--- src/lpws_pkg.sv ---
// Package for the LED pulse-width data sender.
// Types, timing constants and codes shared by the payload, sender and top files.
`default_nettype none

package lpws_pkg;

    // Shift store depth (2 to 8 bytes)
    localparam int PAYLOAD_BYTES = 5;
    localparam int PAY_MAX       = 8;
    localparam int SHIFT_ADDR_W  = (PAYLOAD_BYTES > 1) ? $clog2(PAYLOAD_BYTES) : 1;

    localparam int TICK_W     = 8;
    localparam int BIT_NUM_W  = 6;
    localparam int BYTE_IDX_W = 3;
    localparam int PEND_W     = 5;
    localparam int DIGIT_W    = 4;
    localparam int SECS_W     = 32;
    localparam int CFG_IDX_W  = 2;
    localparam int CNT_W      = 4;

    // Tick-count timing
    localparam int LOW_TICKS    = 4;
    localparam int PREAMBLE_END = 64;
    localparam int ZERO_END     = 4 + 4;
    localparam int ONE_END      = 4 + 12;
    localparam int TRAILER_END  = 28 + 4;

    // Frame lengths in bits and bytes loaded at capture
    localparam int VERSION_BITS  = 10;
    localparam int SECONDS_BITS  = 40;
    localparam int VERSION_BYTES = VERSION_BITS / 8 + 1;
    localparam int SECONDS_BYTES = SECONDS_BITS / 8 + 1;

    typedef enum logic [1:0] {
        OP_IDLE        = 2'd0,
        OP_VERSION     = 2'd1,
        OP_SECONDS     = 2'd2,
        OP_SECONDS_ALT = 2'd3
    } op_t;

    localparam logic [CFG_IDX_W-1:0] CFG_MAJOR = 2'd0;
    localparam logic [CFG_IDX_W-1:0] CFG_MINOR = 2'd1;
    localparam logic [CFG_IDX_W-1:0] CFG_PATCH = 2'd2;

    typedef struct packed {
        logic [DIGIT_W-1:0] major;
        logic [DIGIT_W-1:0] minor;
        logic [DIGIT_W-1:0] patch;
    } digits_t;

    typedef struct packed {
        logic                    long_frame;
        logic [PAY_MAX-1:0][7:0] bytes;
    } payload_t;

    typedef struct packed {
        logic led_level;
        logic led_driven;
    } result_t;

endpackage

`default_nettype wire

--- src/lpws_payload.sv ---
// Payload builder: version byte pair or seconds bytes with byte-sum checksum.
// Depends on lpws_pkg.
`default_nettype none

module lpws_payload (
    input  wire lpws_pkg::op_t                    op,
    input  wire logic [lpws_pkg::SECS_W-1:0]      filter_seconds,
    input  wire lpws_pkg::digits_t                digits,
    output lpws_pkg::payload_t                    payload
);

    logic [7:0] ver_packed;
    logic [7:0] ver_sum;
    logic [7:0] secs_sum;

    always_comb begin
        ver_packed = ({4'b0, digits.major} << 6) | ({4'b0, digits.minor} << 3)
                   | {4'b0, digits.patch};
        ver_sum    = {4'b0, digits.major} + {4'b0, digits.minor} + {4'b0, digits.patch};
        secs_sum   = filter_seconds[7:0] + filter_seconds[15:8]
                   + filter_seconds[23:16] + filter_seconds[31:24];

        payload = '0;
        if (op == lpws_pkg::OP_VERSION) begin
            payload.long_frame = 1'b0;
            payload.bytes[0]   = ver_packed;
            payload.bytes[1]   = ver_sum;
        end else begin
            payload.long_frame = 1'b1;
            payload.bytes[0]   = filter_seconds[7:0];
            payload.bytes[1]   = filter_seconds[15:8];
            payload.bytes[2]   = filter_seconds[23:16];
            payload.bytes[3]   = filter_seconds[31:24];
            payload.bytes[4]   = secs_sum;
        end
    end

endmodule

`default_nettype wire

--- src/lpws_sender.sv ---
// Frame sequencer: tick counter, bit counter, byte shift store and LED level.
// Depends on lpws_pkg; advances one tick per step while the opcode is not idle.
`default_nettype none

module lpws_sender (
    input  wire logic                 aclk,
    input  wire logic                 aresetn,
    input  wire logic                 step,
    input  wire lpws_pkg::op_t        op,
    input  wire lpws_pkg::payload_t   payload,
    output lpws_pkg::result_t         result
);

    logic [lpws_pkg::TICK_W-1:0]     tick_reg, tick_next;
    logic [lpws_pkg::BIT_NUM_W-1:0]  bit_reg, bit_next;
    logic [lpws_pkg::BYTE_IDX_W-1:0] idx_reg, idx_next;
    logic [lpws_pkg::PEND_W-1:0]     pend_reg, pend_next;
    logic                            held_reg, held_next;
    logic [lpws_pkg::PAYLOAD_BYTES-1:0][7:0] shift_reg, shift_next;

    logic [lpws_pkg::TICK_W-1:0]       tick_inc;
    logic                              in_range;
    logic [lpws_pkg::SHIFT_ADDR_W-1:0] sel;
    logic [7:0]                        cur_byte;
    logic [lpws_pkg::BIT_NUM_W-1:0]    frame_bits;
    logic [lpws_pkg::CNT_W-1:0]        cap_count;
    logic [lpws_pkg::PEND_W-1:0]       pend_v;
    logic                              led;

    always_ff @(posedge aclk) begin
        if (!aresetn) begin
            tick_reg <= '0;
            bit_reg  <= '0;
            idx_reg  <= '0;
            pend_reg <= '0;
            held_reg <= 1'b0;
        end else begin
            tick_reg <= tick_next;
            bit_reg  <= bit_next;
            idx_reg  <= idx_next;
            pend_reg <= pend_next;
            held_reg <= held_next;
        end
    end

    // Shift store holds nothing meaningful until the first capture
    always_ff @(posedge aclk) begin
        shift_reg <= shift_next;
    end

    always_comb begin
        tick_next  = tick_reg;
        bit_next   = bit_reg;
        idx_next   = idx_reg;
        pend_next  = pend_reg;
        held_next  = held_reg;
        shift_next = shift_reg;
        led        = held_reg;
        pend_v     = pend_reg;

        tick_inc   = tick_reg + 8'd1;
        in_range   = {1'b0, idx_reg} < lpws_pkg::CNT_W'(lpws_pkg::PAYLOAD_BYTES);
        sel        = idx_reg[lpws_pkg::SHIFT_ADDR_W-1:0];
        cur_byte   = in_range ? shift_reg[sel] : 8'd0;
        frame_bits = payload.long_frame ? lpws_pkg::BIT_NUM_W'(lpws_pkg::SECONDS_BITS)
                                        : lpws_pkg::BIT_NUM_W'(lpws_pkg::VERSION_BITS);
        cap_count  = payload.long_frame ? lpws_pkg::CNT_W'(lpws_pkg::SECONDS_BYTES)
                                        : lpws_pkg::CNT_W'(lpws_pkg::VERSION_BYTES);

        if (step && op != lpws_pkg::OP_IDLE) begin
            tick_next = tick_inc;
            if (tick_inc < lpws_pkg::TICK_W'(lpws_pkg::LOW_TICKS)) begin
                led = 1'b0;
            end else begin
                led = 1'b1;
                if (bit_reg == '0) begin
                    // preamble done: load payload, start bit 1
                    if (tick_inc >= lpws_pkg::TICK_W'(lpws_pkg::PREAMBLE_END)) begin
                        for (int i = 0; i < lpws_pkg::PAYLOAD_BYTES; i++) begin
                            if (lpws_pkg::CNT_W'(i) < cap_count) begin
                                shift_next[i] = payload.bytes[i];
                            end
                        end
                        led       = 1'b0;
                        tick_next = '0;
                        bit_next  = lpws_pkg::BIT_NUM_W'(1);
                        idx_next  = '0;
                    end
                end else if (bit_reg <= frame_bits) begin
                    if (tick_inc == lpws_pkg::TICK_W'(lpws_pkg::LOW_TICKS)) begin
                        pend_v = cur_byte[0] ? lpws_pkg::PEND_W'(lpws_pkg::ONE_END)
                                             : lpws_pkg::PEND_W'(lpws_pkg::ZERO_END);
                        if (in_range) begin
                            shift_next[sel] = cur_byte >> 1;
                        end
                    end
                    pend_next = pend_v;
                    if ({3'b0, pend_v} == tick_inc) begin
                        if (bit_reg[2:0] == 3'd0) begin
                            idx_next = idx_reg + 3'd1;
                        end
                        led       = 1'b0;
                        tick_next = '0;
                        bit_next  = bit_reg + 6'd1;
                    end
                end else if (tick_inc >= lpws_pkg::TICK_W'(lpws_pkg::TRAILER_END)) begin
                    led       = 1'b0;
                    tick_next = '0;
                    bit_next  = '0;
                end
            end
            held_next = led;
        end

        result.led_level  = led;
        result.led_driven = (op != lpws_pkg::OP_IDLE);
    end

endmodule

`default_nettype wire

--- src/led_pulse_width_data_sender_core.sv ---
// Top level of the LED pulse-width data sender: config registers, input and result registers.
// Depends on lpws_pkg, lpws_payload and lpws_sender.
`default_nettype none

// One input transfer is one timer tick; each yields exactly one result transfer.
// A tick is taken every cycle when the result side keeps up; each tick passes
// through the input register and the result register around the frame
// sequencer. Opcode 0 leaves all state alone and reports the held LED level with
// led_driven low. Digit registers are written through the cfg channel, which is
// ready whenever reset is released; index 3 is ignored.
module led_pulse_width_data_sender_core (
    input  wire logic                                aclk,
    input  wire logic                                aresetn,
    input  wire logic                                s_valid,
    output      logic                                s_ready,
    input  wire logic [1:0]                          s_opcode,
    input  wire logic [lpws_pkg::SECS_W-1:0]         s_filter_seconds,
    output      logic                                m_valid,
    input  wire logic                                m_ready,
    output      logic                                m_led_level,
    output      logic                                m_led_driven,
    input  wire logic                                cfg_valid,
    output      logic                                cfg_ready,
    input  wire logic [lpws_pkg::CFG_IDX_W-1:0]      cfg_index,
    input  wire logic [lpws_pkg::DIGIT_W-1:0]        cfg_data
);

    lpws_pkg::digits_t               digits_reg, digits_next;
    logic                            in_valid_reg, in_valid_next;
    lpws_pkg::op_t                   in_op_reg;
    logic [lpws_pkg::SECS_W-1:0]     in_secs_reg;
    logic                            out_valid_reg, out_valid_next;
    lpws_pkg::result_t               out_res_reg;

    logic                s_fire;
    logic                advance;
    lpws_pkg::payload_t  payload;
    lpws_pkg::result_t   result;

    assign advance   = in_valid_reg && (!out_valid_reg || m_ready);
    assign s_ready   = aresetn && (!in_valid_reg || advance);
    assign s_fire    = s_valid && s_ready;
    assign cfg_ready = aresetn;

    always_comb begin
        digits_next = digits_reg;
        if (cfg_valid && cfg_ready) begin
            case (cfg_index)
                lpws_pkg::CFG_MAJOR: digits_next.major = cfg_data;
                lpws_pkg::CFG_MINOR: digits_next.minor = cfg_data;
                lpws_pkg::CFG_PATCH: digits_next.patch = cfg_data;
                default:             digits_next = digits_reg;
            endcase
        end
        in_valid_next  = s_fire ? 1'b1 : (advance ? 1'b0 : in_valid_reg);
        out_valid_next = advance ? 1'b1 : ((m_valid && m_ready) ? 1'b0 : out_valid_reg);
    end

    always_ff @(posedge aclk) begin
        if (!aresetn) begin
            digits_reg.major <= lpws_pkg::DIGIT_W'(1);
            digits_reg.minor <= '0;
            digits_reg.patch <= '0;
            in_valid_reg     <= 1'b0;
            out_valid_reg    <= 1'b0;
        end else begin
            digits_reg    <= digits_next;
            in_valid_reg  <= in_valid_next;
            out_valid_reg <= out_valid_next;
        end
    end

    always_ff @(posedge aclk) begin
        if (s_fire) begin
            in_op_reg   <= lpws_pkg::op_t'(s_opcode);
            in_secs_reg <= s_filter_seconds;
        end
        if (advance) begin
            out_res_reg <= result;
        end
    end

    lpws_payload u_payload (
        .op             (in_op_reg),
        .filter_seconds (in_secs_reg),
        .digits         (digits_reg),
        .payload        (payload)
    );

    lpws_sender u_sender (
        .aclk    (aclk),
        .aresetn (aresetn),
        .step    (advance),
        .op      (in_op_reg),
        .payload (payload),
        .result  (result)
    );

    assign m_valid      = out_valid_reg;
    assign m_led_level  = out_res_reg.led_level;
    assign m_led_driven = out_res_reg.led_driven;

`ifndef NO_ASSERTIONS
    a_advance_loads_result: assert property (@(posedge aclk) disable iff (!aresetn)
        advance |=> m_valid)
        else $error("tick left the input register without producing a result");

    a_idle_not_driven: assert property (@(posedge aclk) disable iff (!aresetn)
        (advance && in_op_reg == lpws_pkg::OP_IDLE) |=> !m_led_driven)
        else $error("idle tick reported a driven LED");

    a_busy_driven: assert property (@(posedge aclk) disable iff (!aresetn)
        (advance && in_op_reg != lpws_pkg::OP_IDLE) |=> m_led_driven)
        else $error("active tick reported an undriven LED");

    a_accept_fills_input: assert property (@(posedge aclk) disable iff (!aresetn)
        s_fire |=> in_valid_reg)
        else $error("accepted transfer not held in the input register");
`endif

endmodule

`default_nettype wire

--- config.mk ---
export PLATFORM = sky130hd
export DESIGN_NAME = led_pulse_width_data_sender_core
export DESIGN_NICKNAME = d
export VERILOG_FILES = /design/src/lpws_pkg.sv /design/src/lpws_payload.sv /design/src/lpws_sender.sv /design/src/led_pulse_width_data_sender_core.sv
export SDC_FILE = /design/constraint.sdc
export NUM_CORES = 1
export LEC_CHECK = 0
export ABC_AREA = 0
export BUFFER_PORTS_ARGS = -buffer_cell sky130_fd_sc_hd__buf_2
export CORE_MARGIN = 2
export CORE_UTILIZATION = 50
export DETAILED_ROUTE_END_ITERATION = 10
export GPL_ROUTABILITY_DRIVEN = 0
export GPL_TIMING_DRIVEN = 0
export PLACE_DENSITY = 0.66
export RECOVER_POWER = 100
export SKIP_CTS_REPAIR_TIMING = 1
export SYNTH_ARGS = -nofsm -noshare
export SYNTH_HDL_FRONTEND = slang
export SYNTH_SLANG_ARGS = --single-unit
--- constraint.sdc ---
create_clock -name aclk -period 4 [get_ports aclk]
set_input_delay 0.2 -clock aclk [delete_from_list [all_inputs] [get_ports aclk]]
set_output_delay 0.2 -clock aclk [all_outputs]
set_load 0.02 [all_outputs]
# [Word level (Yosys, flattened, before mapping)]
# Index checks and enable logic that the tools add are counted.
[op_classes] n_addsub=8 n_mul=0 div_mod_pow=0 magnitude_cmp=12 n_eq_ne=12 shifts=0 n_mux=53 bitwise_logic=4 reduce_logical=34
[ops] cell="40-bit two-way mux" n=5
[ops] cell="8-bit two-way mux" n=14
[ops] cell="40-bit bitwise mux" n=1
[ops] cell="6-bit two-way mux" n=6
[ops] cell="7-bit AND reduction" n=5
[ops] cell="5-bit two-way mux" n=6
[ops] cell="8-bit adder" n=3
[ops] cell="8-bit binary-select mux with 3-bit select" n=1
[ops] cell="8-bit demux with 3-bit select" n=1
[ops] cell="24-bit two-way mux" n=1
[ops] cell="3-bit two-way mux" n=6
[ops] cell="16-bit two-way mux" n=1
[ops] cell="2-bit nonzero test" n=8
[ops] cell="2-bit != test, second input constant" n=6
[ops] cell="1-bit two-way mux" n=11
[ops] cell="8-bit by 1-bit adder with 8-bit output, second input constant" n=1
[ops] cell="8-bit by 4-bit adder with 8-bit output" n=1
[ops] cell="5-bit by 8-bit equality test with 1-bit output" n=1
[ops] cell="8-bit by 3-bit equality test with 1-bit output, second input constant" n=1
[ops] cell="8-bit by 6-bit >= comparator with 1-bit output, second input constant" n=1
[ops] cell="8-bit by 7-bit >= comparator with 1-bit output, second input constant" n=1
[ops] cell="1-bit by 4-bit < comparator with 1-bit output, first input constant" n=2
[ops] cell="2-bit by 4-bit < comparator with 1-bit output, first input constant" n=2
[ops] cell="8-bit by 3-bit < comparator with 1-bit output, second input constant" n=1
[ops] cell="25 further kinds" n=37
[word_totals] reg_bits=113 latch_bits=0 ram_bits=0 rom_bits=0 inputBits=45 out_inout_bits=5 wordCells=142 n_memories=0

# [Longest topological paths before layout]
[logic_depth] word_depth=15 mapped_depth=14

# [By module]
# Synthesis repeated with hierarchy kept, for this count alone.
[hier_totals] hier_cells=675 area_unflattened_um2=6677.7
[modules_own_cells] module="lpws_sender" n_inst=1 cells_per_inst=387 area_each_um2=3657.3 seq_area_each_um2=1661.6
[modules_own_cells] module="led_pulse_width_data_sender_core" n_inst=1 cells_per_inst=93 area_each_um2=1660.3 seq_area_each_um2=1361.3
[modules_own_cells] module="lpws_payload" n_inst=1 cells_per_inst=195 area_each_um2=1360.1 seq_area_each_um2=0.0

# [Worst setup path after synthesis]
# Ideal clock, no wire load.
[synth_timing] kind="flip-flop to flip-flop" from="reg in_op_reg[0]" to="reg u_sender.shift_reg[0] in the netlist's numbering, enable pin" arrival_time_ns=2.651 path_slack_ns=0.973 stages_incl_launch_ff=13 synth_period_minus_slack_ns=3.027 path_cell_list="edfxtp_1 > nand2b_1 > clkbuf_1 > clkinv_1 > clkbuf_1 > ha_1 > nand4b_1 > nor3_1 > inv_1 > nand2_1 > nand3_1 > a21o_1 > a21oi_1"
[synth_between] elab_chain_len=5 elab_cells_between_ends=10 cone_classes="order compare (2); eq/ne (2); mux (2); reduce/logical (4)"
[synth_lines] element="start: declaration" line="led_pulse_width_data_sender_core.sv:30" rtl="lpws_pkg::op_t in_op_reg;"
[synth_lines] element="start signal: assignment" line="led_pulse_width_data_sender_core.sv:75" rtl="in_op_reg <= lpws_pkg::op_t'(s_opcode);"
[synth_lines] element="2-bit by 1-bit equality test with 1-bit output" line="lpws_payload.sv:24" rtl="if (op == lpws_pkg::OP_VERSION) begin"
[synth_lines] element="6-bit two-way mux or 3-bit two-way mux (tied branches)" line="lpws_sender.sv:65, lpws_sender.sv:67"
[synth_lines] element="6-bit less-or-equal comparator or 1-bit by 4-bit < comparator with 1-bit output (tied branches)" line="lpws_sender.sv:89, lpws_sender.sv:80"
[synth_lines] element="2-bit nonzero test (no source line) or 2-bit != test (tied branches)"
[synth_lines] element="7-bit AND reduction (no source line) *"
[synth_lines] element="end signal: assignment" line="lpws_sender.sv:48" rtl="shift_reg <= shift_next;"
[synth_lines] element="end: declaration" line="lpws_sender.sv:19" rtl="logic [lpws_pkg::PAYLOAD_BYTES-1:0][7:0] shift_reg, shift_next;"
# Mark *: on every way between the ends. The rest lies on a longest branch, timed or not.
# A chain may end at the register's enable or synchronous reset.

# [Worst setup path after layout]
[layout_timing] from="reg in_op_reg[0]" to="reg u_sender.shift_reg[24] in the netlist's numbering, enable pin"
[layout_between] elab_chain_len=5 elab_cells_between_ends=10 cone_classes="order compare (2); eq/ne (2); mux (2); reduce/logical (4)"
[layout_lines] element="2-bit by 1-bit equality test with 1-bit output" line="lpws_payload.sv:24"
[layout_lines] element="6-bit two-way mux or 3-bit two-way mux (tied branches)" line="lpws_sender.sv:65, lpws_sender.sv:67"
[layout_lines] element="6-bit less-or-equal comparator or 2-bit by 4-bit < comparator with 1-bit output (tied branches)" line="lpws_sender.sv:89, lpws_sender.sv:80"
[layout_lines] element="2-bit nonzero test (no source line) or 2-bit != test (tied branches)"
[layout_lines] element="7-bit AND reduction (no source line) *"
# Marked as above.

==> impl_summary.txt <==
----------------------------------------------------
[Yosys]
  Number of enable flip-flop cells after synthesis ... 76
  Seq/Total Area, Yosys ... 49.4%
  Cells after synthesis ... 574
  Top cells by area in the synthesized netlist ... sky130_fd_sc_hd__edfxtp_1 (37%), sky130_fd_sc_hd__dfxtp_1 (12%), sky130_fd_sc_hd__fa_1 (5.2%)
  Cell variety after synth ... 59
  Avg Cell Area, Syn ... 10.7 um^2
  Syn. warnings ... 0
  Net count of the mapped netlist ... 656
  Post-synth design cell area ... 6110 um^2
  Most frequently used flop master after synthesis ... sky130_fd_sc_hd__edfxtp_1
  Dominant cell type by area after synthesis ... sky130_fd_sc_hd__edfxtp_1
  FF+latch count, synth ... 113
  Library cell with the highest instance count after synthesis ... sky130_fd_sc_hd__edfxtp_1
  Top post-synthesis cells by count ... sky130_fd_sc_hd__edfxtp_1 (76), sky130_fd_sc_hd__inv_1 (46), sky130_fd_sc_hd__nor2_1 (42)
  Portion of synthesized cell area occupied by the leading cell type ... 37.3%
  Post-synthesis async set-or-reset flop share ... 0%

[Route]
  Total length of routed wires ... 15200 um
  Remaining number of nets flagged by the antenna check after routing ... 0
  Number of vias after detailed routing ... 4840
  Detailed-route vias per instance ... 5.79
  Drc violations ... 0
  TritonRoute pass-1 iters ... 7
  Routed wire per std cell ... 18.2 um
  Iteration-0 DRC count of the detailed router ... 425

[Floorplan]
  Starting density of the core ... 51.1%
  Placeable core area ... 12000 um^2
  Placement row count ... 40
  Die span in x ... 115 um
  Y dimension of the die ... 115 um
  Die area ... 13100 um^2
  Count of pins on the block boundary ... 50

[STA]
  Sum Neg Setup Slack ... 0 ns
  Worst setup slack after layout ... 0.324 ns
  Pin slew with the least headroom to its limit ... 2.11 ns
  Final hold violations ... 0
  Clock Skews ... 0.0120 ns
  Final max-slew violation count ... 35
  Final clock period utilization by the worst path ... 91.9%
  Achievable frequency ... 272 MHz
  Max transition margin ... -41.0%
  Total setup violations reported at the end of the flow ... 0
  Unrepaired setup endpoints after global routing ... no
  Min Tclk post-route ... 3.68 ns

[Global routing]
  Largest net degree at the start of global routing ... 35
  Vias in the first global route ... 4492
  Initial antenna violation count ... 0
  Remaining Overflow, GRT ... 0
  Total routing usage reported by global routing ... 23.8%
  First-pass GRT wire length ... 23400 um

[Critical path]
  Slack of the worst reg-to-reg path ... 0.32 ns
  Dominant cell type by count on the critical path ... sky130_fd_sc_hd__clkbuf_1
  Startpoint types ... flop
  CP Capture Type ... flop
  Worst Path Arrival ... 3.72 ns
  Worst reg-to-reg path cell count ... 12
  Startpoint of the worst register-to-register path ... in_op_reg[0]$_DFFE_PP_
  Worst-path fanout max ... 11
  Largest stage delay on the critical path ... 0.45 ns
  Worst R2R End ... u_sender.shift_reg[24]$_DFFE_PP_
  Critical path's slowest cell ... sky130_fd_sc_hd__a21oi_2
  Ordered list of cells on the worst path ... nand2b_1, clkbuf_1, clkinv_1, clkbuf_1, ha_1, nand4b_1, nor3_1, inv_1, nand2_1, nand3_1, a21o_1, a21oi_2
  Critical Setup Path Class ... flop to flop
  Required time of the critical path ... 4.05 ns

[Clocking]
  Count of clock tree sinks ... 113
  CTS tree ... done
  Clock-pin slew reported for the worst setup and hold paths after clock tree synthesis ... 0.05 ns
  Clock latency on the worst-skew pair ... 0.42 ns
  Clock root cell ... sky130_fd_sc_hd__clkbuf_16
  Number of H-tree levels ... 4
  Inserted Clock Buffers ... 17
  Clock tree buffer depth ... 2

[Power and ir drop]
  Max rail drop VDD ... 0.000301 V
  Leakage Power ... 2.99 nW
  Power density of the placed cells ... 438 nW/um^2

[Status]
  Outcome ... finished with violations
  Violations in the final reports ... max-capacitance violations, max-slew violations

[Final layout]
  Synth-to-Final Area Change ... 23.2%
  Antenna diode count ... 0
  Fraction of layout cells with a size suffix above 1 ... 13.9%
  Number of flip-flops under the largest register name ... 40
  Number of inserted filler cells in the final layout ... 948
  Number of nets in the finished design ... 758

[Hold path]
  Startpoint of the worst hold path ... s_valid
  Cell depth of the worst hold path ... 3
  Endpoint of the worst hold-timing path ... in_valid_reg$_SDFFE_PN0P_
  Min-delay worst type ... primary input to flop

[Placed design]
  Hpwl dp ... 10800 um
  Setup slack after placement ... 0.0995 ns
  Count of input and output buffers ... 49

[Flow run]
  Max-cap viol count ... 1

----------------------------------------------------
layer usage:
layer  vias up  track usage, %  wire length (um)
met2       211            37.1              7380
met1      2297            31.9              6330
met4         0            11.0               490
met5         -               0                 0
met3        39            5.35               991
li1       2293               -                 -
final cells by class:
type | count | area (um^2) | share of cell area [%]
buffer | 25 | 123 | 1.63
clock buffer | 20 | 437 | 5.80
clock inverter | 12 | 213 | 2.82
inverter | 47 | 176 | 2.34
multi-input combinational | 389 | 2800 | 37.2
sequential | 113 | 3020 | 40.1
tap | 147 | 184 | 2.44
timing repair buffer | 83 | 577 | 7.66
per-stage QoR:
stage,util (%),total power (W),std cells,hold slack [ns],cell area (um^2)
2_1_floorplan,-,0.00152,574,0.299,6110
3_3_place_gp,54.7,0.00160,770,0.376,6540
3_5_place_dp,54.7,0.00161,770,0.378,6540
4_1_cts,60.1,0.00329,802,-0.0636,7190
5_1_grt,63.0,0.00342,836,0.0228,7530
6_report,63.0,0.00330,836,0.00567,7530
worst max-delay path by stage:
stage,start,to,slack (ns),cells after the start
finish,in_op_reg[0]$_DFFE_PP_,u_sender.shift_reg[24]$_DFFE_PP_,0.32,12
global route,in_op_reg[0]$_DFFE_PP_,u_sender.shift_reg[24]$_DFFE_PP_,0.08,12
detailed placement,in_op_reg[0]$_DFFE_PP_,u_sender.shift_reg[31]$_DFFE_PP_,0.1,12
CTS,in_op_reg[0]$_DFFE_PP_,u_sender.shift_reg[24]$_DFFE_PP_,0.06,12
global placement,in_op_reg[0]$_DFFE_PP_,u_sender.shift_reg[31]$_DFFE_PP_,0.21,12
floorplan,in_op_reg[0]$_DFFE_PP_,u_sender.shift_reg[0]$_DFFE_PP_,0.97,12
report_power, final:
group | internal, W | total [W] | switching [W] | leakage, nW
Sequential | 0.00128 | 0.00130 | 0.0000162 | 0.999
Clock | 0.00116 | 0.00168 | 0.000518 | 0.319
Combinational | 0.000149 | 0.000322 | 0.000173 | 1.67
Total | 0.00259 | 0.00330 | 0.000707 | 2.99
critical path, delay by kind of cell (launching register included):
kind	cells	cell delay, ns
fa+ha+maj	1	0.41
buf+inv	4	1.02
flops	1	0.38
compound gates	2	0.76
simple gates	5	0.73
cell families (layout without fill, tap and decap cells):
| kind of cell | count (synthesis) | after routing | share of synthesized area (%) |
|---|---|---|---|
| simple gates | 156 | 156 | 12.6 |
| xor+xnor | 23 | 23 | 3.29 |
| buf+inv | 72 | 187 | 4.89 |
| flops | 113 | 113 | 49.4 |
| compound gates | 149 | 149 | 15.9 |
| mux | 24 | 24 | 4.42 |
| fa+ha+maj | 37 | 37 | 9.54 |
layout by cell type (no fill, tap or decap), types with 19 or more instances in the layout:
cell type	n
sky130_fd_sc_hd__a21oi_1	37
sky130_fd_sc_hd__buf_2	44
sky130_fd_sc_hd__clkbuf_1	28
sky130_fd_sc_hd__dfxtp_1	37
sky130_fd_sc_hd__dlygate4sd3_1	34
sky130_fd_sc_hd__edfxtp_1	76
sky130_fd_sc_hd__ha_1	21
sky130_fd_sc_hd__inv_1	46
sky130_fd_sc_hd__nand2_1	38
sky130_fd_sc_hd__nor2_1	41
sky130_fd_sc_hd__o21ai_0	22
sky130_fd_sc_hd__o22ai_1	28
sky130_fd_sc_hd__xnor2_1	19
(Power assumes the default switching activity.)
